$ cat config.mk
export PLATFORM = sky130hd
export DESIGN_NAME = button_debounce_event_qualifier_top
export DESIGN_NICKNAME = d
export VERILOG_FILES = /design/src/hdl/bdeq_pkg.sv /design/src/hdl/bdeq_lane.sv /design/src/hdl/bdeq_merge.sv /design/src/hdl/button_debounce_event_qualifier_top.sv
export SDC_FILE = /design/constraint.sdc
export NUM_CORES = 1
export LEC_CHECK = 0
export BUFFER_PORTS_ARGS = -buffer_cell sky130_fd_sc_hd__buf_2
export CAP_MARGIN = 20
export CORE_MARGIN = 2
export CORE_UTILIZATION = 63
export CTS_BUF_LIST = sky130_fd_sc_hd__clkbuf_8 sky130_fd_sc_hd__clkbuf_16
export DETAILED_ROUTE_END_ITERATION = 6
export PLACE_DENSITY = 0.88
export SLEW_MARGIN = 20
export SYNTH_ARGS = -nofsm -noshare
export SYNTH_HDL_FRONTEND = slang
export SYNTH_SLANG_ARGS = --single-unit
$ cat constraint.sdc
create_clock -name clk_i -period 4.35 [get_ports clk_i]
set_clock_uncertainty 0.2 [all_clocks]
set_input_delay 0.2175 -clock clk_i [delete_from_list [all_inputs] [get_ports clk_i]]
set_output_delay 0.2175 -clock clk_i [all_outputs]
set_load 0.05 [all_outputs]
$ cat src/hdl/bdeq_pkg.sv
// Shared types and constants for the button debounce and event qualifier.
// Holds beat payload structs, event codes and register indexes.
// No dependencies.
`timescale 1ns / 1ps
`default_nettype none

package bdeq_pkg;

  localparam int unsigned NumButtons = 3;
  localparam int unsigned CntW       = 8;
  localparam int unsigned TimerW     = 16;
  localparam int unsigned CfgDataW   = 16;
  localparam int unsigned CfgIdxW    = 2;

  // Register indexes on the configuration port
  localparam logic [CfgIdxW-1:0] REG_DEBOUNCE_LIMIT = 2'd0;
  localparam logic [CfgIdxW-1:0] REG_LONG_PRESS     = 2'd1;
  localparam logic [CfgIdxW-1:0] REG_IDLE_TIMEOUT   = 2'd2;

  // Register reset values
  localparam logic [CntW-1:0]   DebounceLimitRst = 8'd20;
  localparam logic [TimerW-1:0] LongPressRst     = 16'd1000;
  localparam logic [TimerW-1:0] IdleTimeoutRst   = 16'd20000;

  // Per-button event codes
  typedef enum logic [1:0] {
    EV_NONE    = 2'd0,
    EV_PUSH    = 2'd1,
    EV_LONG    = 2'd2,
    EV_RELEASE = 2'd3
  } bdeq_event_e;

  // Input beat: raw active-low button levels
  typedef struct packed {
    logic ok_raw;
    logic right_raw;
    logic left_raw;
  } bdeq_in_t;

  // Output beat
  typedef struct packed {
    logic [1:0] ok_event;
    logic [1:0] right_event;
    logic [1:0] left_event;
    logic       idle_timeout;
    logic       ok_level;
  } bdeq_out_t;

  // What one lane reports for the current tick
  typedef struct packed {
    bdeq_event_e ev;
    logic        level;
  } bdeq_lane_res_t;

endpackage

`default_nettype wire

$ cat src/hdl/bdeq_lane.sv
// One button lane: saturating integrator filter and push/long/release machine.
// Depends on bdeq_pkg.
`timescale 1ns / 1ps
`default_nettype none

module bdeq_lane (
  input  wire logic                        clk_i,
  input  wire logic                        rst_ni,
  input  wire logic                        tick_i,
  input  wire logic                        raw_i,
  input  wire logic [bdeq_pkg::CntW-1:0]   debounce_limit_i,
  input  wire logic [bdeq_pkg::TimerW-1:0] long_press_i,
  output bdeq_pkg::bdeq_lane_res_t         res_o
);
  import bdeq_pkg::*;

  typedef enum logic [1:0] {
    ST_WAIT    = 2'd0,
    ST_PRESSED = 2'd1,
    ST_LONG    = 2'd2
  } state_e;

  logic [CntW-1:0]   cnt_q, cnt_d;
  logic              lvl_q, lvl_d;
  state_e            state_q, state_d;
  logic [TimerW-1:0] timer_q, timer_d;
  bdeq_event_e       ev;

  // Integrate the raw level; the filtered level moves only at the rails
  always_comb begin
    cnt_d = cnt_q;
    lvl_d = lvl_q;
    if (!raw_i) begin
      if (cnt_q < debounce_limit_i) cnt_d = cnt_q + 1'b1;
      else                          lvl_d = 1'b1;
    end else begin
      if (cnt_q != '0) cnt_d = cnt_q - 1'b1;
      else             lvl_d = 1'b0;
    end
  end

  // Qualify events from the freshly filtered level
  always_comb begin
    state_d = state_q;
    timer_d = timer_q + 1'b1;
    ev      = EV_NONE;
    unique case (state_q)
      ST_WAIT: begin
        timer_d = timer_q;
        if (lvl_d) begin
          state_d = ST_PRESSED;
          timer_d = '0;
          ev      = EV_PUSH;
        end
      end
      ST_PRESSED: begin
        if (!lvl_d) begin
          state_d = ST_WAIT;
          timer_d = '0;
          ev      = EV_RELEASE;
        end else if (timer_q == long_press_i) begin
          state_d = ST_LONG;
          timer_d = '0;
          ev      = EV_LONG;
        end
      end
      ST_LONG: begin
        if (!lvl_d) begin
          state_d = ST_WAIT;
          timer_d = '0;
          ev      = EV_RELEASE;
        end
      end
      default: begin
        // Unused code: fall back to waiting, timer restarts at one
        state_d = ST_WAIT;
        timer_d = {{(TimerW-1){1'b0}}, 1'b1};
      end
    endcase
  end

  assign res_o.ev    = ev;
  assign res_o.level = lvl_d;

  // Advance lane state once per accepted tick
  always_ff @(posedge clk_i or negedge rst_ni) begin
    if (!rst_ni) begin
      cnt_q   <= '0;
      lvl_q   <= 1'b0;
      state_q <= ST_WAIT;
      timer_q <= '0;
    end else if (tick_i) begin
      cnt_q   <= cnt_d;
      lvl_q   <= lvl_d;
      state_q <= state_d;
      timer_q <= timer_d;
    end
  end

endmodule

`default_nettype wire

$ cat src/hdl/bdeq_merge.sv
// Merge stage: combines lane events, runs the idle counter, holds the output beat.
// Depends on bdeq_pkg.
`timescale 1ns / 1ps
`default_nettype none

module bdeq_merge (
  input  wire logic                        clk_i,
  input  wire logic                        rst_ni,
  input  wire logic                        tick_i,
  input  wire bdeq_pkg::bdeq_lane_res_t    lane_res_i [bdeq_pkg::NumButtons],
  input  wire logic [bdeq_pkg::TimerW-1:0] idle_timeout_i,
  output logic                             out_valid_o,
  input  wire logic                        out_stall_i,
  output bdeq_pkg::bdeq_out_t              out_data_o
);
  import bdeq_pkg::*;

  logic              any_ev;
  logic [TimerW-1:0] idle_q, idle_d;
  logic              timeout;
  logic              out_valid_q, out_valid_d;
  bdeq_out_t         out_q, out_d;

  // Detect any event across lanes
  always_comb begin
    any_ev = 1'b0;
    for (int i = 0; i < NumButtons; i++) begin
      if (lane_res_i[i].ev != EV_NONE) any_ev = 1'b1;
    end
  end

  // Idle counter: clear on activity, wrap and flag at the limit
  always_comb begin
    timeout = 1'b0;
    if (any_ev) begin
      idle_d = '0;
    end else if (idle_q == idle_timeout_i) begin
      idle_d  = '0;
      timeout = 1'b1;
    end else begin
      idle_d = idle_q + 1'b1;
    end
  end

  // Assemble the result beat
  always_comb begin
    out_d.ok_event     = lane_res_i[0].ev;
    out_d.right_event  = lane_res_i[1].ev;
    out_d.left_event   = lane_res_i[2].ev;
    out_d.idle_timeout = timeout;
    out_d.ok_level     = lane_res_i[0].level;
  end

  // Output register: load on a tick, drop once taken
  always_comb begin
    out_valid_d = out_valid_q;
    if (tick_i)                          out_valid_d = 1'b1;
    else if (out_valid_q && !out_stall_i) out_valid_d = 1'b0;
  end

  always_ff @(posedge clk_i or negedge rst_ni) begin
    if (!rst_ni) begin
      idle_q      <= '0;
      out_valid_q <= 1'b0;
    end else begin
      out_valid_q <= out_valid_d;
      if (tick_i) idle_q <= idle_d;
    end
  end

  always_ff @(posedge clk_i) begin
    if (tick_i) out_q <= out_d;
  end

  assign out_valid_o = out_valid_q;
  assign out_data_o  = out_q;

endmodule

`default_nettype wire

$ cat src/hdl/button_debounce_event_qualifier_top.sv
// An accepted tick loads the output register; its result beat shows in the next cycle.
// Throughput: one tick per cycle; the only hold-off is a stalled, full output register.
// Lanes filter all buttons in the same cycle; the merge stage sets the output timing.
// Reset clears integrators, levels, event machines, timers and idle counter, and loads
// the register defaults (debounce 20, long press 1000, idle timeout 20000).
// Top level: configuration registers, three button lanes and the merge stage.
// Depends on bdeq_pkg, bdeq_lane and bdeq_merge.
`timescale 1ns / 1ps
`default_nettype none

module button_debounce_event_qualifier_top (
  input  wire logic                          clk_i,
  input  wire logic                          rst_ni,
  input  wire logic                          in_valid_i,
  output logic                               in_stall_o,
  input  wire bdeq_pkg::bdeq_in_t            in_data_i,
  output logic                               out_valid_o,
  input  wire logic                          out_stall_i,
  output bdeq_pkg::bdeq_out_t                out_data_o,
  input  wire logic                          cfg_we_i,
  input  wire logic [bdeq_pkg::CfgIdxW-1:0]  cfg_idx_i,
  input  wire logic [bdeq_pkg::CfgDataW-1:0] cfg_wdata_i
);
  import bdeq_pkg::*;

  logic [CntW-1:0]   debounce_limit_q;
  logic [TimerW-1:0] long_press_q;
  logic [TimerW-1:0] idle_timeout_q;
  logic              tick;
  logic              raw [NumButtons];
  bdeq_lane_res_t    lane_res [NumButtons];

  // Configuration writes; unknown indexes are dropped
  always_ff @(posedge clk_i or negedge rst_ni) begin
    if (!rst_ni) begin
      debounce_limit_q <= DebounceLimitRst;
      long_press_q     <= LongPressRst;
      idle_timeout_q   <= IdleTimeoutRst;
    end else if (cfg_we_i) begin
      unique case (cfg_idx_i)
        REG_DEBOUNCE_LIMIT: debounce_limit_q <= cfg_wdata_i[CntW-1:0];
        REG_LONG_PRESS:     long_press_q     <= cfg_wdata_i[TimerW-1:0];
        REG_IDLE_TIMEOUT:   idle_timeout_q   <= cfg_wdata_i[TimerW-1:0];
        default: ;
      endcase
    end
  end

  // Hold the input only while the output beat is full and stalled
  assign in_stall_o = out_valid_o && out_stall_i;
  assign tick       = in_valid_i && !in_stall_o;

  assign raw[0] = in_data_i.ok_raw;
  assign raw[1] = in_data_i.right_raw;
  assign raw[2] = in_data_i.left_raw;

  for (genvar g = 0; g < NumButtons; g++) begin : g_lane
    bdeq_lane u_lane (
      .clk_i            (clk_i),
      .rst_ni           (rst_ni),
      .tick_i           (tick),
      .raw_i            (raw[g]),
      .debounce_limit_i (debounce_limit_q),
      .long_press_i     (long_press_q),
      .res_o            (lane_res[g])
    );
  end

  bdeq_merge u_merge (
    .clk_i          (clk_i),
    .rst_ni         (rst_ni),
    .tick_i         (tick),
    .lane_res_i     (lane_res),
    .idle_timeout_i (idle_timeout_q),
    .out_valid_o    (out_valid_o),
    .out_stall_i    (out_stall_i),
    .out_data_o     (out_data_o)
  );

endmodule

`default_nettype wire

==> flow_summary.ini <==
[floorplan]
start_util = 0.642
die_area_um2 = 15000
rows = 43
die_h_um = 122
die_w_um = 122
core_um2 = 13800
io_pins = 36

[synthesis]
synth.distinct_cells = 64
synthSimpleGateAreaFrac = 0.170
syn_area_per_cell_um2 = 9.61
synth_edf_count = 8
synth-seq-cells = 146
postSynthCellCount = 920
synth_top_area_frac = 0.354
synth_xor_area_frac = 0.0961
synthTopCellsByCount = 125 x dfrtp_1, 88 x o21ai_0, 79 x nand2_1
synth_top_family_by_area = simple AND/OR/NAND/NOR gates
yosysMostFrequentCell = dfrtp_1
ys_top_cells_by_area = dfrtp_1 35%, xor2_1 6.8%, ha_1 6.1%
async_flop_share = 0.945
yosysTopAreaCell = dfrtp_1
synth_ff_type = dfrtp_1
synthMuxAreaShare = 0.0468
synth_compound_area_frac = 0.159
synthAdderAreaFrac = 0.0688
synth_area_um2 = 8840
yosysSeqAreaShare = 0.420
ys.warnings.count = 0
syn-num-nets = 992

[timing]
finalCritPeriodShare = 0.791
timing.fmax_mhz = 291
rsz0062_at_grt = no
tns_ps = 0
setup_ws_ps = 908
hold_viol_final = 0
slew_violations = 0
max_slew.worst_pin.slew_ps = 1040
slew_headroom = 0.300
setup_viol = 0
fin_crit_ps = 3440

[global_route]
grt_pass1_wl_mm = 37.5
grtUsageTotal = 0.323
grt_max_degree = 110
grt_pass1_vias = 7412
antenna_found_initial = 0
grt.overflow.total = 0

[route]
drt-initial-drc-count = 728
drc = 0
drtPass1Iterations = 5
post_drt_wl_per_cell_um = 19.4
num_vias = 7425
vias_per_cell = 6.37
ant_nets = 0
wl_mm = 22.6

[cts]
cts-root-buf = clkbuf_16
numCtsBuffers = 17
clkLatencyLatePin_ps = 440
clk_pin_slew_ps = 60
clock_sinks = 146
htreeDepth = 4
cts.path.max_buffers = 2
cts_tree = done

[worst_hold_path]
whs_path_depth = 5
min_to = debounce_limit_q[4]
timing.hold.worst.class = in -> reg
holdCritStartpoint = cfg_idx_i[0]

[final_layout]
drive_above_1_share = 0.143
num_antenna_cells = 0
layout.nets = 1044
stdcell_area_um2 = 10000
fillers = 961
synthToLayoutAreaGrowth_pct = 13.2

[place]
gp_congestion = 0.974
place_area_um2 = 9190
dp_hpwl_mm = 15.2
io_buffers = 35
preCtsSetupSlack_ps = 759

[critical_path]
cp-end-kind = flip-flop
worst-path-max-fanout = 16
worstPathArrival_ps = 3580
r2r-start = debounce_limit_q[2]
reg2reg_depth = 10
r2r_setup_slack_ps = 910
cp_slowest_cell = dfstp_2
critical_path_class = reg -> reg
max_stage_delay_ps = 510
crit_required_ps = 4490
crit_chain = inv_1, ha_1, o21ai_0, a2111oi_2, a22o_2, o32ai_2, a2111oi_4, buf_4, nand4_4, o311ai_2
reg2reg_to = u_merge.idle_q[15]
start_kind = flip-flop

[job]
cap_violations = 0

[pwr]
power_per_cell_area_nw_per_um2 = 598
p_leak_nw = 4.38
irDropWorstVdd_mv = 0.531

[run_status]
run_status = completed
==> sequential cells by signal, summed over array words and instances (netlist names) <==
signal and count:
debounce_limit_q 8, g_lane.u_lane.cnt_q 24, g_lane.u_lane.lvl_q 3, g_lane.u_lane.state_q 6, g_lane.u_lane.timer_q 48, idle_timeout_q 16
long_press_q 16, u_merge.idle_q 16, u_merge.out_data_o 8, u_merge.out_valid_o 1
==> per-layer routing <==
layer,vias up,global-route usage,share of wire
li1,3410,-,-
met1,3559,0.425,0.42
met2,369,0.507,0.46
met3,87,0.0688,0.074
met4,0,0.166,0.043
met5,-,0,0
==> critical path, delay by kind of cell, from the launching register on <==
kind	cells	cell delay (ps)
adder cells (fa/ha/maj)	1	300
AO/OA/AOI/OAI	6	1690
flip-flops	1	510
buffers and inverters	2	370
AND/OR/NAND/NOR	1	270
==> repair_timing <==
item,CTS,global route
setup endpoints to repair,0,0
hold endpoints to repair,139,0
buffers inserted,0,0
hold buffers,19,0
gates resized for setup,0,0
==> logic make-up after synthesis <==
logic type / Yosys count
adders and majority gates: 47
buffers and inverters: 89
AOI/OAI and AO/OA: 207
muxes: 37
DFF: 146
xor gates and xnor gates: 97
and+or+nand+nor: 297
==> how the worst max path moves through the flow <==
stage               depth (start not counted)  slack [ps]                           end                start
floorplan                                  10        1340            u_merge.idle_q[14]  debounce_limit_q[4]
global placement                           10         940  g_lane[0].u_lane.timer_q[13]  debounce_limit_q[4]
detailed placement                         10         760  g_lane[0].u_lane.timer_q[11]  debounce_limit_q[4]
CTS                                        10         680  g_lane[0].u_lane.timer_q[12]  debounce_limit_q[4]
global route                                9         720            u_merge.idle_q[15]  debounce_limit_q[7]
finish                                     10         910            u_merge.idle_q[15]  debounce_limit_q[2]
==> cell type report <==
cell class / count / area, µm² / share of cell area
clock buffers: 19 / 464 / 0.0464
clock inverters: 13 / 156 / 0.0156
inverters: 58 / 218 / 0.0218
flip-flops and latches: 146 / 3710 / 0.371
repair buffers: 64 / 447 / 0.0446
multi-input cells: 685 / 4790 / 0.478
well taps: 180 / 225 / 0.0225
==> cell usage in the layout, fill, tap and decap left out, drive strengths merged, types with 3 or more instances in the layout <==
| cell | Yosys | layout |
|---|---|---|
| and3 | 16 | 16 |
| nor4 | 19 | 19 |
| o31ai | 20 | 20 |
| nor2 | 51 | 51 |
| dfrtp | 125 | 125 |
| or4 | 4 | 4 |
| o221ai | 3 | 3 |
| a41oi | 13 | 13 |
| nand3b | 5 | 5 |
| a21o | 10 | 10 |
| a21oi | 22 | 22 |
| nand4 | 15 | 15 |
| nor2b | 14 | 14 |
| xnor2 | 28 | 28 |
| nand3 | 38 | 38 |
| o22ai | 15 | 15 |
| o21bai | 4 | 4 |
| ha | 43 | 43 |
| or3 | 8 | 8 |
| buf | 8 | 45 |
| nor3b | 7 | 7 |
| o21ai | 91 | 91 |
| nor3 | 18 | 18 |
| and2 | 4 | 4 |
| fa | 3 | 3 |
| mux2 | 35 | 35 |
| inv | 58 | 64 |
| nand2 | 79 | 79 |
| dfstp | 13 | 13 |
| bufinv | 0 | 3 |
| or2 | 4 | 4 |
| dlygate4sd3 | 0 | 19 |
| nand2b | 15 | 15 |
| edfxtp | 8 | 8 |
| clkinv | 0 | 3 |
| o41ai | 4 | 4 |
| a2111oi | 3 | 3 |
| a31oi | 5 | 5 |
| xor2 | 69 | 69 |
| clkbuf | 23 | 19 |
==> stage by stage <==
| step | power [W] | hold WS, ps | std cells | util |
|---|---|---|---|---|
| 2_1_floorplan | 0.00374 | -278 | 920 | - |
| 3_3_place_gp | 0.00422 | 221 | 1114 | 0.667 |
| 3_5_place_dp | 0.00436 | 221 | 1114 | 0.667 |
| 4_1_cts | 0.00593 | 54.4 | 1165 | 0.726 |
| 5_1_grt | 0.00632 | 105 | 1165 | 0.727 |
| 6_report | 0.00598 | 64.3 | 1165 | 0.727 |
==> report_power, final <==
part | switching [W] | internal, W | leakage [nW] | total, W
logic | 0.00143 | 0.000946 | 2.23 | 0.00238
registers | 0.000371 | 0.00167 | 1.84 | 0.00204
clock network | 0.000609 | 0.000952 | 0.312 | 0.00156
No activity file was read; power rests on OpenSTA's default activity.
